<file path="src/rtl/tcpaq_pkg.sv">
// ----------------------------------------------------------------------------
// tcpaq_pkg
// Shared types and codes of the two-class priority admission queue.
// ----------------------------------------------------------------------------
package tcpaq_pkg;

	localparam int FUNC_W   = 2;
	localparam int CLIENT_W = 6;
	localparam int SERVER_W = 3;
	localparam int STATUS_W = 2;
	localparam int COUNT_W  = 8;
	localparam int CSTATE_W = 2;

	localparam int IN_DATA_W  = 16;
	localparam int OUT_DATA_W = 24;

	// item kinds
	localparam logic [FUNC_W-1:0] FUNC_ARRIVE   = 2'd0;
	localparam logic [FUNC_W-1:0] FUNC_DISPATCH = 2'd1;
	localparam logic [FUNC_W-1:0] FUNC_FINISH   = 2'd2;
	localparam logic [FUNC_W-1:0] FUNC_LEAVE    = 2'd3;

	// result codes
	localparam logic [STATUS_W-1:0] RES_OK    = 2'd0;
	localparam logic [STATUS_W-1:0] RES_FULL  = 2'd1;
	localparam logic [STATUS_W-1:0] RES_EMPTY = 2'd2;
	localparam logic [STATUS_W-1:0] RES_LIMIT = 2'd3;

	// requester states
	localparam logic [CSTATE_W-1:0] ST_WAITING  = 2'd0;
	localparam logic [CSTATE_W-1:0] ST_ASSIGNED = 2'd1;
	localparam logic [CSTATE_W-1:0] ST_SERVED   = 2'd2;

	localparam logic [COUNT_W-1:0] MAX_INSIDE_RESET = 8'd16;
	localparam logic [COUNT_W-1:0] COUNT_MAX        = 8'hFF;

	// one entry of the requester status store
	typedef struct packed {
		logic [CSTATE_W-1:0] state;
		logic [SERVER_W-1:0] server;
	} req_entry_t;

	// queue control from the sequencer
	typedef struct packed {
		logic rd_en;
		logic push;
		logic pop;
	} queue_ctl_t;

	// queue status back to the sequencer
	typedef struct packed {
		logic full;
		logic empty;
	} queue_sts_t;

endpackage

</file>
<file path="src/rtl/two_class_priority_admission_queue.sv">
// ----------------------------------------------------------------------------
// two_class_priority_admission_queue
// Strict-priority two-class queue of requester ids with admission control.
// Timing: a result is loaded into the output register when the work stage
//   fires, once the output register is free, and then shows on m_tvalid.
// Items: one at a time; a new item is taken once the last result is loaded.
//   Queue and status memories are read on accept, written back on fire.
// Reset: arst_n clears queue pointers, admitted count and status valid bits at
//   once; max_inside returns to 16. No clearing pass is needed.
// ----------------------------------------------------------------------------
module two_class_priority_admission_queue #(
	parameter int QUEUE_DEPTH = 16,
	parameter int NUM_CLIENTS = 64
) (
	input  logic                               clk,
	input  logic                               arst_n,
	// configuration: max_inside
	input  logic                               cfg_we,
	input  logic [tcpaq_pkg::COUNT_W-1:0]      cfg_wdata,
	// input items
	input  logic                               s_tvalid,
	output logic                               s_tready,
	// [5:0] client_id, [6] is_priority, [9:7] server_id, [15:10] zero
	input  logic [tcpaq_pkg::IN_DATA_W-1:0]    s_tdata,
	// [1:0] func
	input  logic [tcpaq_pkg::FUNC_W-1:0]       s_tuser,
	// result items
	output logic                               m_tvalid,
	input  logic                               m_tready,
	// [1:0] status, [7:2] granted_client, [8] granted_priority,
	// [16:9] inside_count, [18:17] client_state, [23:19] zero
	output logic [tcpaq_pkg::OUT_DATA_W-1:0]   m_tdata
);
	import tcpaq_pkg::*;

	// ids are six bits wide, so no more than 64 status entries are reachable
	localparam int STORE_DEPTH = (NUM_CLIENTS < 64) ? NUM_CLIENTS : 64;
	localparam int IDX_W       = $clog2(STORE_DEPTH);
	localparam logic [CLIENT_W:0] STORE_LIMIT = (CLIENT_W + 1)'(STORE_DEPTH);

	// item fields at the port
	logic [CLIENT_W-1:0] in_cid;
	logic                in_prio;
	logic [SERVER_W-1:0] in_sid;

	assign in_cid  = s_tdata[5:0];
	assign in_prio = s_tdata[6];
	assign in_sid  = s_tdata[9:7];

	// held item under work
	logic                busy_q;
	logic [FUNC_W-1:0]   func_q;
	logic [CLIENT_W-1:0] cid_q;
	logic                prio_q;
	logic [SERVER_W-1:0] sid_q;

	logic [COUNT_W-1:0]  max_inside_q;
	logic [COUNT_W-1:0]  admitted_q;

	logic                m_tvalid_q;

	logic                accept;
	logic                fire;

	// queue and store interfaces
	queue_ctl_t          p_ctl, n_ctl;
	queue_sts_t          p_sts, n_sts;
	logic [CLIENT_W-1:0] p_head, n_head;
	req_entry_t          rd_entry;
	logic                st_wr_en;
	logic [IDX_W-1:0]    st_wr_addr;
	req_entry_t          st_wr_entry;

	// result of the item under work
	logic [STATUS_W-1:0] res_status;
	logic [CLIENT_W-1:0] res_granted;
	logic                res_gprio;
	logic [COUNT_W-1:0]  admitted_next;
	logic [CSTATE_W-1:0] res_cstate;
	logic                cid_in_range;
	logic                grant_in_range;
	logic [CLIENT_W-1:0] head_pick;

	// Accept only with no item at work; the item's results then find the
	// output register free or wait for it in the work stage.
	assign s_tready = !busy_q;
	assign accept   = s_tvalid && s_tready;
	assign fire     = busy_q && (!m_tvalid_q || m_tready);

	// Prefetch both queue heads and the addressed status entry on accept; work out the held item's result and updates.
	always_comb begin
		p_ctl.rd_en = accept;
		n_ctl.rd_en = accept;
		p_ctl.push  = 1'b0;
		p_ctl.pop   = 1'b0;
		n_ctl.push  = 1'b0;
		n_ctl.pop   = 1'b0;

		res_status    = RES_OK;
		res_granted   = '0;
		res_gprio     = 1'b0;
		admitted_next = admitted_q;
		res_cstate    = ST_WAITING;
		st_wr_en      = 1'b0;
		st_wr_addr    = cid_q[IDX_W-1:0];
		st_wr_entry   = rd_entry;

		head_pick = p_sts.empty ? n_head : p_head;

		cid_in_range   = ({1'b0, cid_q} < STORE_LIMIT);
		grant_in_range = ({1'b0, head_pick} < STORE_LIMIT);

		unique case (func_q)
			FUNC_ARRIVE: begin
				// push into the class queue, or flag full; state is untouched
				if (prio_q ? p_sts.full : n_sts.full) begin
					res_status = RES_FULL;
				end else begin
					p_ctl.push = fire && prio_q;
					n_ctl.push = fire && !prio_q;
				end
				res_cstate = cid_in_range ? rd_entry.state : ST_WAITING;
			end
			FUNC_DISPATCH: begin
				// empty wins over the limit; priority queue first
				if (p_sts.empty && n_sts.empty) begin
					res_status = RES_EMPTY;
				end else if (admitted_q >= max_inside_q) begin
					res_status = RES_LIMIT;
				end else begin
					res_granted = head_pick;
					res_gprio   = !p_sts.empty;
					p_ctl.pop   = fire && !p_sts.empty;
					n_ctl.pop   = fire && p_sts.empty;
					st_wr_en    = fire && grant_in_range;
					st_wr_addr  = head_pick[IDX_W-1:0];
					st_wr_entry.state  = ST_ASSIGNED;
					st_wr_entry.server = sid_q;
					if (admitted_q != COUNT_MAX) begin
						admitted_next = admitted_q + 1'b1;
					end
					res_cstate = grant_in_range ? ST_ASSIGNED : ST_WAITING;
				end
			end
			FUNC_FINISH: begin
				// mark served, keep the recorded server
				st_wr_en          = fire && cid_in_range;
				st_wr_entry.state = ST_SERVED;
				res_cstate        = cid_in_range ? ST_SERVED : ST_WAITING;
			end
			FUNC_LEAVE: begin
				// drop the count, saturating at zero
				if (admitted_q != '0) begin
					admitted_next = admitted_q - 1'b1;
				end
				res_cstate = cid_in_range ? rd_entry.state : ST_WAITING;
			end
			default: begin
			end
		endcase
	end

	tcpaq_queue #(
		.DEPTH(QUEUE_DEPTH)
	) u_prio_queue (
		.clk      (clk),
		.arst_n   (arst_n),
		.ctl      (p_ctl),
		.push_data(cid_q),
		.head_data(p_head),
		.sts      (p_sts)
	);

	tcpaq_queue #(
		.DEPTH(QUEUE_DEPTH)
	) u_norm_queue (
		.clk      (clk),
		.arst_n   (arst_n),
		.ctl      (n_ctl),
		.push_data(cid_q),
		.head_data(n_head),
		.sts      (n_sts)
	);

	tcpaq_status_store #(
		.DEPTH(STORE_DEPTH),
		.IDX_W(IDX_W)
	) u_status_store (
		.clk     (clk),
		.arst_n  (arst_n),
		.rd_en   (accept),
		.rd_addr (in_cid[IDX_W-1:0]),
		.rd_entry(rd_entry),
		.wr_en   (st_wr_en),
		.wr_addr (st_wr_addr),
		.wr_entry(st_wr_entry)
	);

	// Control: work flag, admitted count, limit register, output valid.
	always_ff @(posedge clk or negedge arst_n) begin
		if (!arst_n) begin
			busy_q       <= 1'b0;
			admitted_q   <= '0;
			max_inside_q <= MAX_INSIDE_RESET;
			m_tvalid_q   <= 1'b0;
		end else begin
			if (cfg_we) begin
				max_inside_q <= cfg_wdata;
			end
			if (accept) begin
				busy_q <= 1'b1;
			end else if (fire) begin
				busy_q <= 1'b0;
			end
			if (fire) begin
				admitted_q <= admitted_next;
				m_tvalid_q <= 1'b1;
			end else if (m_tready) begin
				m_tvalid_q <= 1'b0;
			end
		end
	end

	// Hold the accepted item; load the result when the work stage fires.
	always_ff @(posedge clk) begin
		if (accept) begin
			func_q <= s_tuser;
			cid_q  <= in_cid;
			prio_q <= in_prio;
			sid_q  <= in_sid;
		end
		if (fire) begin
			m_tdata <= {5'd0, res_cstate, admitted_next, res_gprio, res_granted, res_status};
		end
	end

	assign m_tvalid = m_tvalid_q;

	// A finished item always leaves a result in the output register.
	a_fire_result: assert property (@(posedge clk) disable iff (!arst_n)
		fire |=> m_tvalid)
		else $error("work stage fired without a result");

	// One item at work: no accept in the cycle after an accept.
	a_one_in_work: assert property (@(posedge clk) disable iff (!arst_n)
		accept |=> !s_tready)
		else $error("item accepted while another is at work");

	// A pop never hits an empty queue.
	a_pop_nonempty: assert property (@(posedge clk) disable iff (!arst_n)
		!((p_ctl.pop && p_sts.empty) || (n_ctl.pop && n_sts.empty)))
		else $error("pop from an empty queue");

	// A push never hits a full queue.
	a_push_nonfull: assert property (@(posedge clk) disable iff (!arst_n)
		!((p_ctl.push && p_sts.full) || (n_ctl.push && n_sts.full)))
		else $error("push into a full queue");

endmodule

</file>
<file path="src/rtl/tcpaq_queue.sv">
// ----------------------------------------------------------------------------
// tcpaq_queue
// FIFO of requester ids in a synchronous memory; the head is read ahead into a register on rd_en.
// ----------------------------------------------------------------------------
module tcpaq_queue #(
	parameter int DEPTH = 16
) (
	input  logic                          clk,
	input  logic                          arst_n,
	input  tcpaq_pkg::queue_ctl_t         ctl,
	input  logic [tcpaq_pkg::CLIENT_W-1:0] push_data,
	output logic [tcpaq_pkg::CLIENT_W-1:0] head_data,
	output tcpaq_pkg::queue_sts_t         sts
);
	import tcpaq_pkg::*;

	localparam int PTR_W = $clog2(DEPTH);
	localparam int CNT_W = $clog2(DEPTH + 1);
	localparam int SUM_W = CNT_W + 1;

	logic [CLIENT_W-1:0] mem [DEPTH];
	logic [PTR_W-1:0]    head_q;
	logic [CNT_W-1:0]    count_q;
	logic [SUM_W-1:0]    tail_sum;
	logic [PTR_W-1:0]    tail;
	logic [PTR_W-1:0]    head_next;

	// head + count stays below twice the depth: one compare and subtract wraps it
	assign tail_sum = SUM_W'(head_q) + SUM_W'(count_q);
	assign tail = (tail_sum >= SUM_W'(DEPTH)) ? PTR_W'(tail_sum - SUM_W'(DEPTH))
	                                          : PTR_W'(tail_sum);
	assign head_next = (head_q == PTR_W'(DEPTH - 1)) ? '0 : head_q + 1'b1;

	assign sts.full  = (count_q == CNT_W'(DEPTH));
	assign sts.empty = (count_q == '0);

	always_ff @(posedge clk) begin
		if (ctl.push) begin
			mem[tail] <= push_data;
		end
		if (ctl.rd_en) begin
			head_data <= mem[head_q];
		end
	end

	always_ff @(posedge clk or negedge arst_n) begin
		if (!arst_n) begin
			head_q  <= '0;
			count_q <= '0;
		end else begin
			if (ctl.push) begin
				count_q <= count_q + 1'b1;
			end else if (ctl.pop) begin
				head_q  <= head_next;
				count_q <= count_q - 1'b1;
			end
		end
	end

endmodule

</file>
<file path="src/rtl/tcpaq_status_store.sv">
// ----------------------------------------------------------------------------
// tcpaq_status_store
// Per-requester state and server in a synchronous memory; valid bits make
// unwritten entries read as waiting with server zero.
// ----------------------------------------------------------------------------
module tcpaq_status_store #(
	parameter int DEPTH = 64,
	parameter int IDX_W = 6
) (
	input  logic                  clk,
	input  logic                  arst_n,
	input  logic                  rd_en,
	input  logic [IDX_W-1:0]      rd_addr,
	output tcpaq_pkg::req_entry_t rd_entry,
	input  logic                  wr_en,
	input  logic [IDX_W-1:0]      wr_addr,
	input  tcpaq_pkg::req_entry_t wr_entry
);
	import tcpaq_pkg::*;

	req_entry_t       mem [DEPTH];
	logic [DEPTH-1:0] valid_q;
	req_entry_t       rd_data_q;
	logic             rd_valid_q;

	always_ff @(posedge clk) begin
		if (wr_en) begin
			mem[wr_addr] <= wr_entry;
		end
		if (rd_en) begin
			rd_data_q <= mem[rd_addr];
		end
	end

	always_ff @(posedge clk or negedge arst_n) begin
		if (!arst_n) begin
			valid_q    <= '0;
			rd_valid_q <= 1'b0;
		end else begin
			if (wr_en) begin
				valid_q[wr_addr] <= 1'b1;
			end
			if (rd_en) begin
				rd_valid_q <= valid_q[rd_addr];
			end
		end
	end

	assign rd_entry = rd_valid_q ? rd_data_q : '0;

endmodule

</file>
<file path="config.mk">
export PLATFORM = sky130hd
export DESIGN_NAME = two_class_priority_admission_queue
export DESIGN_NICKNAME = d
export VERILOG_FILES = /design/src/rtl/tcpaq_pkg.sv /design/src/rtl/two_class_priority_admission_queue.sv /design/src/rtl/tcpaq_queue.sv /design/src/rtl/tcpaq_status_store.sv
export SDC_FILE = /design/constraint.sdc
export NUM_CORES = 1
export LEC_CHECK = 0
export BUFFER_PORTS_ARGS = -buffer_cell sky130_fd_sc_hd__buf_2
export CORE_MARGIN = 3
export CORE_UTILIZATION = 65
export DETAILED_ROUTE_END_ITERATION = 10
export PLACE_DENSITY = 0.88
export REMOVE_ABC_BUFFERS = 1
export SLEW_MARGIN = 30
export SYNTH_ARGS = -nofsm -noshare
export SYNTH_HDL_FRONTEND = slang
export SYNTH_HIERARCHICAL = 1
export SYNTH_SLANG_ARGS = --single-unit
</file>
<file path="constraint.sdc">
create_clock -name clk -period 7.6 [get_ports clk]
set_input_delay 0.76 -clock clk [delete_from_list [all_inputs] [get_ports clk]]
set_output_delay 0.76 -clock clk [all_outputs]
set_load 0.05 [all_outputs]
</file>
==> metrics.txt <==
critical-path cell list ha_1, a21o_1, a31oi_1, o211a_1, and3_1, a221o_1, nor2b_1, nand3_1, nor2_1; # nets final 1405; Die Y ~180 um; Max VDD drop approximately 0.21 mV; Hold Buf Count CTS 0; Critical Path Stages 9; Post-Synthesis Cell Area 20380 um2; TritonRoute pass-1 iters 8; GRT Overall Usage 27.92%; status finished, final reports clean; Slew Viols, Final 0; First DRT Iteration DRCs 1678; Max Fclk slightly above 200 MHz; DR vias/cell roughly 6.9; post-route cell area 22440 um2; first-pass GRT wire length around 70 mm; largest net degree at the start of global routing 76; Worst-Margin Slew about 0.91 ns; most frequent cells in the layout edfxtp_1 (362), nor2_1 (134), dfrtp_1 (100), mux4_2 (67), or2_2 (66); die width ~180 um; remaining global-route overflow 0; DR DRC count 0; crit-path max cell delay ~0.74 ns; CP delay by family, top simple AND/OR/NAND/NOR gates; CTS tree built; WP data arrival about 5 ns; core region area ~30000 um2; Detail Route Antenna Nets 0; CP Max Fanout 24; Placed Area around 21000 um2; power per cell area roughly 350 nW/um2; min Tclk post-route approximately 4.8 ns; CP Class reg2reg; static leakage between 8 and 9 nW; Post-Syn Instances 1307; Setup Skew 0.02929 ns; placer congestion estimate 0.8501; average wire per standard cell 25.98 um; WP buf/inv 0; I/O Buffers between 40 and 50; die area 33520 um2; antenna diode count 0; HP Class in2async; CP startpoint kind register; fin crit share between 60% and 70%; Yosys warnings 6; FILL cells 1717; vias in the first global route ~12000; Post-CTS Resized 0; leading cell type in the layout, fill and taps excluded edfxtp_1; Worst EP required around 7.8 ns; reg2reg end u_status_store/mem[11][4]$_DFFE_PP_; Hold Vio Cnt, Final 0; Slew headroom 39.66%; Reg2Reg Depth 9; unrepaired setup endpoints after global routing no; Sink Count between 400 and 500; CP endpoint kind register; Layout area overhead 10.07%; CTS Buf Count 46; setup bufs post-CTS 0; final setup fails 0; critical path's slowest cell dfrtp_1; Row Count 64; share of cells above drive strength 1 20.74%; setup TNS 0 ns; clk slew on worst S/H paths 0.06 ns; clock latency on the worst-skew pair ~0.57 ns; drt total wl 46.12 mm; H-tree levels 2; root buffer cell clkbuf_16; I/O pins 57; via count about 12000; Crit Reg-Reg Startpoint admitted_q[2]$_DFFE_PN0P_; Starting Density between 60% and 70%; setup slack, reg-to-reg between 2 and 3 ns; max_cap viols 0; Syn Area/Cell approximately 16 um2; CTS max path bufs 3; initial antenna violation count 0; dpl hpwl 27.79 mm
sequential cells by signal, indices dropped and copies added (netlist names), 2 cells and up:
name and cells:
u_prio_queue/mem 96, u_prio_queue/count_q 5, u_status_store/rd_data_q 2, u_norm_queue/mem 96, admitted_q 8, u_norm_queue/head_data 6
u_prio_queue/head_q 4, max_inside_q 8, u_status_store/valid_q 64, cid_q 6, func_q 2, u_status_store/mem 128
u_prio_queue/head_data 6, u_norm_queue/count_q 5, m_tdata 19, u_norm_queue/head_q 4
worst reg2reg max path: cells and delay by family (launching register included):
| kind | cells | cell delay, ns |
|---|---|---|
| adders and majority gates | 1 | 0.38 |
| and+or+nand+nor | 4 | 1.80 |
| DFF | 1 | 0.74 |
| AOI/OAI and AO/OA | 4 | 1.55 |
layer usage:
layer  routed length [um]  vias up  track usage [%]
met5                    0        -                0
met4                 2089        0            11.76
li1                     -     5097                -
met2                22670      829            45.23
met1                17290     6154            38.67
met3                 4073      183            4.522
how the worst max path moves through the flow:
stage / start / endpoint
final: admitted_q[2]$_DFFE_PN0P_ / u_status_store/mem[11][4]$_DFFE_PP_
after global routing: admitted_q[2]$_DFFE_PN0P_ / u_status_store/mem[11][4]$_DFFE_PP_
after CTS: func_q[1]$_DFFE_PP_ / u_status_store/mem[11][4]$_DFFE_PP_
after floorplan: max_inside_q[4]$_DFFE_PN1P_ / u_status_store/mem[0][3]$_DFFE_PP_
after detailed placement: func_q[1]$_DFFE_PP_ / u_status_store/mem[11][4]$_DFFE_PP_
after global placement: func_q[1]$_DFFE_PP_ / u_status_store/mem[13][4]$_DFFE_PP_
report_power, final:
part           internal (mW)  switching (mW)
clock                   1.33           0.948
sequential              3.17           0.242
combinational          0.788            1.38
total                   5.30            2.57
metrics by stage:
| step | utilization [%] | total power, mW | hold slack [ns] | setup WS (ns) | cells |
|---|---|---|---|---|---|
| after global placement | 67.44 | 5.358 | 0.4441 | 3.203 | 1681 |
| after detailed placement | 67.74 | 5.498 | 0.4489 | 2.928 | 1687 |
| after CTS | 72.80 | 7.830 | 0.1078 | 2.855 | 1773 |
| after floorplan | - | 4.846 | 0.4337 | 3.462 | 1231 |
| after global routing | 72.96 | 8.150 | 0.1351 | 2.560 | 1775 |
| final | 72.96 | 7.871 | 0.1130 | 2.776 | 1775 |
area by class of cell:
class	count	area (um2)	area share, %
Sequential cell	463	13400	59.72
Multi-Input combinational cell	737	6441	28.71
Clock buffer	70	1343	5.984
Tap cell	396	495.5	2.208
Timing Repair Buffer	62	426.7	1.902
Clock inverter	16	214.0	0.9537
Inverter	31	116.4	0.5187
Power figures use the tool's default switching activity.
